`src/rtl/core/bss_pkg.sv`:
```
package bss_pkg;

	localparam int unsigned RATE_W = 10;
	localparam int unsigned TEMP_W = 10;
	localparam int unsigned SEC_W  = 8;
	localparam int unsigned NUM_RATES = 4;

	typedef enum logic [1:0] {
		OP_TICK  = 2'd0,
		OP_START = 2'd1,
		OP_DOWN  = 2'd2,
		OP_UP    = 2'd3
	} op_t;

	typedef enum logic [3:0] {
		PH_IDLE  = 4'd0,
		PH_TEST  = 4'd1,
		PH_FAN   = 4'd2,
		PH_GLOW  = 4'd3,
		PH_PRIME = 4'd4,
		PH_FLAME = 4'd5,
		PH_RUN   = 4'd6,
		PH_STOP  = 4'd7,
		PH_FAIL  = 4'd8
	} phase_t;

	typedef enum logic [2:0] {
		ST_IDLE     = 3'd0,
		ST_STARTING = 3'd1,
		ST_WORKING  = 3'd2,
		ST_STOPPING = 3'd3,
		ST_LOW_TEMP = 3'd4,
		ST_NO_FLAME = 3'd5,
		ST_OVERHEAT = 3'd6
	} status_t;

	localparam logic [1:0] CFG_RATE1 = 2'd0;
	localparam logic [1:0] CFG_RATE2 = 2'd1;
	localparam logic [1:0] CFG_RATE3 = 2'd2;
	localparam logic [1:0] CFG_RATE4 = 2'd3;

	localparam logic [RATE_W-1:0] RATE1_RST = 10'd160;
	localparam logic [RATE_W-1:0] RATE2_RST = 10'd230;
	localparam logic [RATE_W-1:0] RATE3_RST = 10'd350;
	localparam logic [RATE_W-1:0] RATE4_RST = 10'd450;

	localparam logic [2:0] MODE_MAX = 3'd4;
	localparam logic [2:0] FAN_FULL = 3'd4;
	localparam logic [2:0] FAN_LOW  = 3'd1;

	localparam logic [SEC_W-1:0] SEC_MAX       = 8'd255;
	localparam logic [SEC_W-1:0] FAN_SECS      = 8'd15;
	localparam logic [SEC_W-1:0] GLOW_SECS     = 8'd20;
	localparam logic [SEC_W-1:0] PRIME_SECS    = 8'd20;
	localparam logic [SEC_W-1:0] FLAME_SECS    = 8'd90;
	localparam logic [SEC_W-1:0] RUN_SECS      = 8'd10;
	localparam logic [SEC_W-1:0] COLD_LIMIT    = 8'd5;
	localparam logic [SEC_W-1:0] STOP_GLOW_ON  = 8'd60;
	localparam logic [SEC_W-1:0] STOP_GLOW_OFF = 8'd90;
	localparam logic [SEC_W-1:0] STOP_SECS     = 8'd180;
	localparam logic [SEC_W-1:0] FAIL_GLOW_ON  = 8'd30;
	localparam logic [SEC_W-1:0] FAIL_GLOW_OFF = 8'd60;
	localparam logic [SEC_W-1:0] FAIL_SECS     = 8'd90;

	localparam logic [TEMP_W-1:0] FLAME_TEMP = 10'd30;
	localparam logic [TEMP_W-1:0] COLD_TEMP  = 10'd20;

	typedef logic [NUM_RATES-1:0][RATE_W-1:0] rate_cfg_t;

	typedef struct packed {
		phase_t           phase;
		logic [SEC_W-1:0] sec;
		logic [SEC_W-1:0] cold;
		status_t          status;
		logic [2:0]       fan;
		logic             glow;
		logic [2:0]       pump_mode;
		logic [2:0]       mode;
		logic             req;
	} bss_state_t;

endpackage

```
`src/rtl/core/bss_step.sv`:
```
module bss_step import bss_pkg::*; (
	input  bss_state_t        cur,
	input  op_t               op,
	input  logic [TEMP_W-1:0] fire_temp,
	input  logic              overheat,
	output bss_state_t        nxt
);

	logic [SEC_W-1:0] t;
	logic [2:0]       m;

	always_comb begin
		nxt = cur;
		t = (cur.sec < SEC_MAX) ? cur.sec + 8'd1 : cur.sec;
		m = (cur.mode > MODE_MAX) ? MODE_MAX : cur.mode;
		case (op)
			OP_TICK: begin
				nxt.sec = t;
				case (cur.phase)
					PH_IDLE: begin
						nxt.sec = '0;
					end
					PH_TEST: begin
						nxt.phase = PH_FAN;
						nxt.sec = '0;
					end
					PH_FAN: begin
						if (t == 8'd1) begin
							nxt.fan = FAN_FULL;
							nxt.status = ST_STARTING;
						end
						if (t > FAN_SECS) begin
							nxt.phase = PH_GLOW;
							nxt.sec = '0;
						end
					end
					PH_GLOW: begin
						if (t == 8'd1) nxt.glow = 1'b1;
						if (t == GLOW_SECS) begin
							nxt.phase = PH_PRIME;
							nxt.sec = '0;
						end
					end
					PH_PRIME: begin
						if (t == 8'd1) nxt.pump_mode = MODE_MAX;
						if (t == PRIME_SECS) begin
							nxt.phase = PH_FLAME;
							nxt.sec = '0;
						end
					end
					PH_FLAME: begin
						if (t < FLAME_SECS) begin
							if (fire_temp >= FLAME_TEMP) begin
								nxt.phase = PH_RUN;
								nxt.sec = '0;
							end
						end else begin
							nxt.status = ST_NO_FLAME;
							nxt.phase = PH_FAIL;
							nxt.sec = '0;
						end
					end
					PH_RUN: begin
						if (t == 8'd1) begin
							nxt.status = ST_WORKING;
							nxt.glow = 1'b0;
						end
						if (overheat) begin
							nxt.status = ST_OVERHEAT;
							nxt.sec = '0;
							nxt.pump_mode = '0;
							nxt.phase = PH_STOP;
						end
						if (fire_temp < COLD_TEMP && cur.cold < SEC_MAX)
							nxt.cold = cur.cold + 8'd1;
						if (fire_temp > FLAME_TEMP) nxt.cold = '0;
						if (nxt.cold > COLD_LIMIT) begin
							nxt.status = ST_LOW_TEMP;
							nxt.sec = '0;
							nxt.pump_mode = '0;
							nxt.phase = PH_STOP;
						end
						if (t > RUN_SECS) begin
							nxt.sec = '0;
							if (cur.fan != m) begin
								nxt.fan = m;
								nxt.pump_mode = m;
							end
							if (m == 3'd0) begin
								nxt.pump_mode = '0;
								nxt.phase = PH_STOP;
							end
						end
					end
					PH_STOP: begin
						if (t == 8'd1) begin
							nxt.status = ST_STOPPING;
							nxt.pump_mode = '0;
							nxt.fan = FAN_LOW;
						end
						if (t == STOP_GLOW_ON) nxt.glow = 1'b1;
						if (t > STOP_GLOW_OFF) nxt.glow = 1'b0;
						if (t > STOP_SECS) begin
							nxt.fan = '0;
							nxt.sec = '0;
							nxt.phase = PH_IDLE;
							nxt.req = 1'b0;
						end
					end
					PH_FAIL: begin
						if (t == 8'd1) begin
							nxt.pump_mode = '0;
							nxt.glow = 1'b0;
							nxt.fan = FAN_LOW;
						end
						if (t == FAIL_GLOW_ON) nxt.glow = 1'b1;
						if (t > FAIL_GLOW_OFF) nxt.glow = 1'b0;
						if (t > FAIL_SECS) begin
							nxt.fan = '0;
							nxt.sec = '0;
							nxt.phase = PH_IDLE;
						end
					end
					default: begin
						nxt.phase = PH_IDLE;
						nxt.sec = '0;
					end
				endcase
			end
			OP_START: begin
				nxt.req = 1'b1;
				if (!cur.req) nxt.mode = MODE_MAX;
			end
			OP_DOWN: begin
				if (cur.req) begin
					if (cur.mode <= 3'd1) begin
						nxt.mode = '0;
						nxt.req = 1'b0;
					end else begin
						nxt.mode = m - 3'd1;
					end
				end
			end
			OP_UP: begin
				if (cur.req) nxt.mode = (cur.mode >= MODE_MAX) ? MODE_MAX : cur.mode + 3'd1;
			end
			default: begin
				nxt = cur;
			end
		endcase
		// re-evaluation after a START command, or an UP or DOWN command while a run is requested
		if (op != OP_TICK && (op == OP_START || cur.req)) begin
			if (nxt.req) begin
				if (nxt.phase == PH_IDLE) nxt.phase = PH_TEST;
			end else if (nxt.phase == PH_RUN) begin
				nxt.phase = PH_STOP;
			end
		end
	end

endmodule

```
`src/rtl/core/bss_out.sv`:
```
module bss_out import bss_pkg::*; (
	input  logic              clk,
	input  logic              arst_n,
	input  logic              load,
	input  bss_state_t        nxt,
	input  rate_cfg_t         rates,
	input  logic              out_ready,
	output logic              out_valid,
	output logic [3:0]        phase,
	output logic [2:0]        status,
	output logic [2:0]        fan_speed,
	output logic              glow_on,
	output logic              pump_enable,
	output logic [RATE_W-1:0] pump_rate,
	output logic [2:0]        heat_mode,
	output logic              run_request
);

	logic [RATE_W-1:0] rate_sel;

	always_comb begin
		case (nxt.pump_mode)
			3'd1:    rate_sel = rates[CFG_RATE1];
			3'd2:    rate_sel = rates[CFG_RATE2];
			3'd3:    rate_sel = rates[CFG_RATE3];
			3'd4:    rate_sel = rates[CFG_RATE4];
			default: rate_sel = '0;
		endcase
	end

	always_ff @(posedge clk or negedge arst_n) begin
		if (!arst_n) begin
			out_valid <= 1'b0;
		end else if (load) begin
			out_valid <= 1'b1;
		end else if (out_ready) begin
			out_valid <= 1'b0;
		end
	end

	always_ff @(posedge clk) begin
		if (load) begin
			phase       <= nxt.phase;
			status      <= nxt.status;
			fan_speed   <= nxt.fan;
			glow_on     <= nxt.glow;
			pump_enable <= (nxt.pump_mode != 3'd0);
			pump_rate   <= rate_sel;
			heat_mode   <= nxt.mode;
			run_request <= nxt.req;
		end
	end

endmodule

```
`src/rtl/core/burner_start_stop_sequencer.sv`:
```
// Channel  Handshake              Payload
// in       in_valid / in_ready    op, fire_temp, overheat
// out      out_valid / out_ready  phase, status, fan_speed, glow_on, pump_enable,
//                                 pump_rate, heat_mode, run_request
// cfg      cfg_valid / cfg_ready  cfg_index, cfg_data
//
// One transaction per cycle while in_ready is high: the sequencer state updates at input
// accept and the result appears in the output register the next cycle.
// in_ready is high whenever the output register is empty or being drained.
// cfg_ready is always high. Reset restores the power-on rates and idle state.
module burner_start_stop_sequencer import bss_pkg::*; (
	input  logic              clk,
	input  logic              arst_n,
	input  logic              in_valid,
	output logic              in_ready,
	input  logic [1:0]        op,
	input  logic [TEMP_W-1:0] fire_temp,
	input  logic              overheat,
	output logic              out_valid,
	input  logic              out_ready,
	output logic [3:0]        phase,
	output logic [2:0]        status,
	output logic [2:0]        fan_speed,
	output logic              glow_on,
	output logic              pump_enable,
	output logic [RATE_W-1:0] pump_rate,
	output logic [2:0]        heat_mode,
	output logic              run_request,
	input  logic              cfg_valid,
	output logic              cfg_ready,
	input  logic [1:0]        cfg_index,
	input  logic [RATE_W-1:0] cfg_data
);

	bss_state_t st_q;
	bss_state_t st_nxt;
	rate_cfg_t  rates_q;
	logic       accept;

	assign in_ready  = !out_valid || out_ready;
	assign cfg_ready = 1'b1;
	assign accept    = in_valid && in_ready;

	bss_step u_step (
		.cur       (st_q),
		.op        (op_t'(op)),
		.fire_temp (fire_temp),
		.overheat  (overheat),
		.nxt       (st_nxt)
	);

	bss_out u_out (
		.clk         (clk),
		.arst_n      (arst_n),
		.load        (accept),
		.nxt         (st_nxt),
		.rates       (rates_q),
		.out_ready   (out_ready),
		.out_valid   (out_valid),
		.phase       (phase),
		.status      (status),
		.fan_speed   (fan_speed),
		.glow_on     (glow_on),
		.pump_enable (pump_enable),
		.pump_rate   (pump_rate),
		.heat_mode   (heat_mode),
		.run_request (run_request)
	);

	always_ff @(posedge clk or negedge arst_n) begin
		if (!arst_n) begin
			st_q <= '{phase: PH_IDLE, status: ST_IDLE, default: '0};
		end else if (accept) begin
			st_q <= st_nxt;
		end
	end

	always_ff @(posedge clk or negedge arst_n) begin
		if (!arst_n) begin
			rates_q[CFG_RATE1] <= RATE1_RST;
			rates_q[CFG_RATE2] <= RATE2_RST;
			rates_q[CFG_RATE3] <= RATE3_RST;
			rates_q[CFG_RATE4] <= RATE4_RST;
		end else if (cfg_valid && cfg_ready) begin
			case (cfg_index)
				CFG_RATE1: rates_q[CFG_RATE1] <= cfg_data;
				CFG_RATE2: rates_q[CFG_RATE2] <= cfg_data;
				CFG_RATE3: rates_q[CFG_RATE3] <= cfg_data;
				CFG_RATE4: rates_q[CFG_RATE4] <= cfg_data;
				default: ;
			endcase
		end
	end

`ifndef ASSERT_OFF
	a_accept_result: assert property (@(posedge clk) disable iff (!arst_n)
		accept |=> out_valid)
		else $error("accepted transaction produced no result");

	a_glow_phase: assert property (@(posedge clk) disable iff (!arst_n)
		st_q.glow |-> (st_q.phase >= PH_GLOW))
		else $error("glow plug on outside heating phases");

	a_fan_mode_range: assert property (@(posedge clk) disable iff (!arst_n)
		(st_q.fan <= FAN_FULL) && (st_q.mode <= MODE_MAX) && (st_q.pump_mode <= MODE_MAX))
		else $error("fan, mode or pump mode out of range");
`endif

endmodule
```
`config.mk`:
```
export PLATFORM = sky130hd
export DESIGN_NAME = burner_start_stop_sequencer
export DESIGN_NICKNAME = d
export VERILOG_FILES = /design/src/rtl/core/bss_pkg.sv /design/src/rtl/core/bss_step.sv /design/src/rtl/core/bss_out.sv /design/src/rtl/core/burner_start_stop_sequencer.sv
export SDC_FILE = /design/constraint.sdc
export NUM_CORES = 1
export LEC_CHECK = 0
export BUFFER_PORTS_ARGS = -buffer_cell sky130_fd_sc_hd__buf_2
export CAP_MARGIN = 20
export CORE_AREA = 2 2 130 132
export CTS_CLUSTER_DIAMETER = 200
export CTS_CLUSTER_SIZE = 14
export DETAILED_ROUTE_END_ITERATION = 8
export DIE_AREA = 0 0 132 134
export GPL_TIMING_DRIVEN = 0
export PLACE_DENSITY = 0.58
export SETUP_SLACK_MARGIN = 0.15
export SLEW_MARGIN = 30
export SYNTH_ARGS = -nofsm -noshare
export SYNTH_HDL_FRONTEND = slang
export SYNTH_SLANG_ARGS = --single-unit
```
`constraint.sdc`:
```
create_clock -name clk -period 3.55 [get_ports clk]
set_clock_uncertainty 0.05 [all_clocks]
set_input_delay 0.1775 -clock clk [delete_from_list [all_inputs] [get_ports clk]]
set_output_delay 0.1775 -clock clk [all_outputs]
set_load 0.1 [all_outputs]
```
==> reports/results.env <==
RUN_STATUS='completed'
SYNTHARSTFLOPSHARE=0.743
SYNTH_AREA_MM2=0.00620
SLEW_HEADROOM=0.522
VIA_COUNT=5596
CLOCK-ROOT-BUFFER='sky130_fd_sc_hd__clkbuf_16'
TIMING_WORST_SETUP_PATH_TYPE='flop to flop'
CRIT_END_CATEGORY='flop'
REMAINING_DESIGN_RULE_VIOLATION_COUNT=0
ANTENNA_FOUND_INITIAL=0
AREA_GROWTH_SYN_TO_LAYOUT_PCT=25.5
TIMING.FINAL.HOLD_VIOLATIONS=0
CORE_AREA_MM2=0.0163
LAYOUT.NETS=796
WORST_EP_REQUIRED_TIME_NS=3.60
UNREPAIRED_SETUP_ENDPOINTS_AFTER_GLOBAL_ROUTING='true'
GLOBALPLACE.CONGESTION=0.924
STARTING_DENSITY_OF_THE_CORE=0.381
WORSTSETUPPATHDEPTH=16
NUMCTSBUFFERS=9
YOSYS-TOP-CELLS-AREA='sky130_fd_sc_hd__dfrtp_1, sky130_fd_sc_hd__edfxtp_1, sky130_fd_sc_hd__mux2_2'
DPL-INSTANCE-AREA_MM2=0.00681
CELLLEAKAGEPOWER_nW=3.20
SETUP_TNS_NS=0
R2R_SETUP_SLACK_NS=0.21
REPORT.FINAL.SLEW_VIOL_COUNT=0
DR.PASS1.ITERS=5
GRT_PASS1_WL_UM=28100
CTS_TREE='built'
CPLARGESTDELAYFAMILY='simple AND/OR/NAND/NOR gates'
COUNT_OF_FLIP_FLOPS_WITH_A_BUILT_IN_ENABLE_AFTER_SYNTHESIS=26
WORSTSKEWPAIRLATENCY_NS=0.35
CTS_BUFFER_DEPTH=2
DETAIL_ROUTE.ITER0.VIOLATIONS=465
SYNTH_FLOP_CELL='sky130_fd_sc_hd__dfrtp_1'
PORTBUFFERS=56
TOP_LEVEL_PORTS=59
CP_DATA_ARRIVAL_TIME_NS=3.39
DESIGN_AREA_MM2=0.00778
REG2REGPATHDEPTH=16
MAPPEDNETLISTNETS=693
SLOWEST_DELAY_NS=0.42
DP_HPWL_UM=11900
MAX-CAP-VIOLATIONS=0
CRIT_FANOUT=5
WORST_PIN_SLEW_NS=0.717
SYNTH.FF_LATCH_COUNT=101
WORSTHOLDPATHTYPE='input port to flop'
POSTSYNTHCELLCOUNT=654
GRTUSAGETOTAL=0.196
CRIT_PATH_CELL_CHAIN='buf_6 > inv_4 > ha_4 > inv_2 > or4_1 > o211a_1 > and4bb_4 > nor2b_4 > and3_4 > o32a_1 > nor2_4 > buf_6 > buf_4 > buf_4 > buf_4 > nand3_1'
CTS_MAX_LEVEL=3
CTS.SINKS=101
SYNTH.DISTINCT_CELLS=79
FLOORPLAN.DIE.WIDTH_UM=132
CLKSLEWWORSTSETUPHOLDPATHS_NS=0.08
FINALCRITPERIODSHARE=0.941
DIEAREA_MM2=0.0177
GRT_OVERFLOW_TOTAL=0
ROUTED_WIRELENGTH_UM=17400
CRITICAL_PATH.MOST_COMMON_CELL='sky130_fd_sc_hd__buf_4'
YOSYSWARNINGCOUNT=0
ROUTE.DETAILED.WL_PER_INST_UM=17.7
CP_NUM_BUF_INV=7
FIRST_GLOBAL_VIAS=5476
WORST_IR_DROP_VDD_mV=0.267
SETUP.WORST_PATH.START_CLASS='flop'
SYNTH_AREA_LEADER_CELL='sky130_fd_sc_hd__dfrtp_1'
PIN_COUNT_OF_THE_BIGGEST_NET_ENTERING_GLOBAL_ROUTING=46
FP-ROW-COUNT=47
TIMING.FMAX_MHz=299
ANTENNA-DIODE-COUNT=0
DIE_H_UM=134
SHARE_OF_CELLS_ABOVE_DRIVE_STRENGTH_1=0.327
CRIT_PATH_TOP_DELAY_CELL='sky130_fd_sc_hd__dfrtp_1'
SYNTHDOMINANTCELLAREASHARE=0.234
POWER_DENSITY_mW_PER_MM2=497
ROUTED_VIA_DENSITY=5.70
PERIOD_MINUS_SLACK_NS=3.34
HOLD_PATH_DEPTH=2
SYNTH_SEQ_AREA_SHARE=0.432
FINAL_ANTENNA_NET_COUNT=0
HOLD-WORST-SLACK_NS=0.0381
SYN_AREA_PER_CELL_UM2=9.48
SETUP-VIOLATIONS-FINAL=0
## cell families (layout without fill, tap and decap cells)
kind of cell	Yosys count	count (layout)	synth area share
xor+xnor	3	3	0.00424
buf+inv	60	168	0.0414
flops	101	101	0.432
other cells	1	1	0.000605
compound gates	180	180	0.205
simple gates	242	242	0.196
mux	58	58	0.102
fa+ha+maj	9	9	0.0182
## synth_stat cells, drive strengths merged (3+ instances only)
library cell,n
a211o,4
a211oi,8
a21o,8
a21oi,37
a221oi,3
a22o,3
a31oi,10
a32o,6
a32oi,3
and2,8
and3,7
and4,4
buf,14
clkbuf,19
dfrtp,58
dfstp,17
edfxtp,26
ha,9
inv,27
mux2,43
mux2i,15
nand2,69
nand2b,15
nand3,25
nand3b,3
nand4,7
nor2,61
nor2b,5
nor3,17
nor4,7
o211ai,8
o21a,5
o21ai,36
o221ai,10
o22ai,6
o31ai,9
or2,3
or3,3
or4,3
## registers in the layout, summed over array words and instances, names as in the netlist
| signal | flops |
|---|---|
| u_out.fan_speed | 3 |
| st_q | 34 |
| u_out.run_request | 1 |
| u_out.heat_mode | 3 |
| u_out.pump_enable | 1 |
| u_out.phase | 4 |
| u_out.pump_rate | 10 |
| u_out.status | 3 |
| u_out.out_valid | 1 |
| rates_q | 40 |
| u_out.glow_on | 1 |
## placed cells by master (no fill, tap or decap), types with 17 or more instances in the layout
cell	synthesis	final
sky130_fd_sc_hd__buf_4	5	30
sky130_fd_sc_hd__buf_2	8	59
sky130_fd_sc_hd__edfxtp_1	26	26
sky130_fd_sc_hd__nand3_1	24	24
sky130_fd_sc_hd__inv_1	26	25
sky130_fd_sc_hd__nand2_1	69	63
sky130_fd_sc_hd__dfstp_2	17	17
sky130_fd_sc_hd__dfrtp_1	58	57
sky130_fd_sc_hd__a21oi_1	37	32
sky130_fd_sc_hd__nor2_1	59	57
sky130_fd_sc_hd__mux2_2	43	43
sky130_fd_sc_hd__o21ai_0	32	30
## worst paths after layout
kind,from,endpoint
worst max-delay path,st_q[22],u_out.pump_enable
worst min-delay path,cfg_data[5],rates_q[35]
worst max register to register,st_q[22],u_out.pump_enable
worst min register to register,st_q[13],st_q[13]
max in group asynchronous,arst_n,rates_q[31]
min in group asynchronous,arst_n,st_q[15]
## cell type report
class,instances,area [um^2]
plain buffers,33,196
clock buffers,9,225
clock inverters,7,100
fillers,1524,8510
inverters,27,104
multi-input cells,493,3580
flip-flops and latches,101,2680
well taps,220,275
repair buffers,92,618
## repair_timing
item                                    CTS  global route
endpoints found under the hold margin    31             0
gates cloned                              1             0
resized for setup                        32            53
setup buffers                            17            14
endpoints found under the setup margin   15            17
pin swaps                                15            23
hold buffers                              2             0
## through the flow
step / total power [mW] / setup WS, ns / util / std cells
6_report: 3.86 / 0.208 / 0.478 / 982
2_1_floorplan: 2.35 / 0.196 / - / 654
3_5_place_dp: 2.62 / -0.471 / 0.418 / 932
4_1_cts: 3.80 / 0.153 / 0.457 / 968
3_3_place_gp: 2.59 / -0.501 / 0.415 / 930
5_1_grt: 4.07 / 0.0736 / 0.478 / 982
## routing by layer
layer,up-vias,GRT usage,wire (um)
met5,-,0,0
met4,0,0.0580,318
met3,26,0.0389,948
met2,193,0.327,8330
met1,2732,0.261,7760
li1,2645,-,-
## power by group
group	switching (mW)	internal (mW)	leakage (nW)
Sequential	0.116	1.41	1.17
Combinational	0.827	0.443	1.88
Clock	0.497	0.571	0.160
Power figures use the tool's default switching activity.
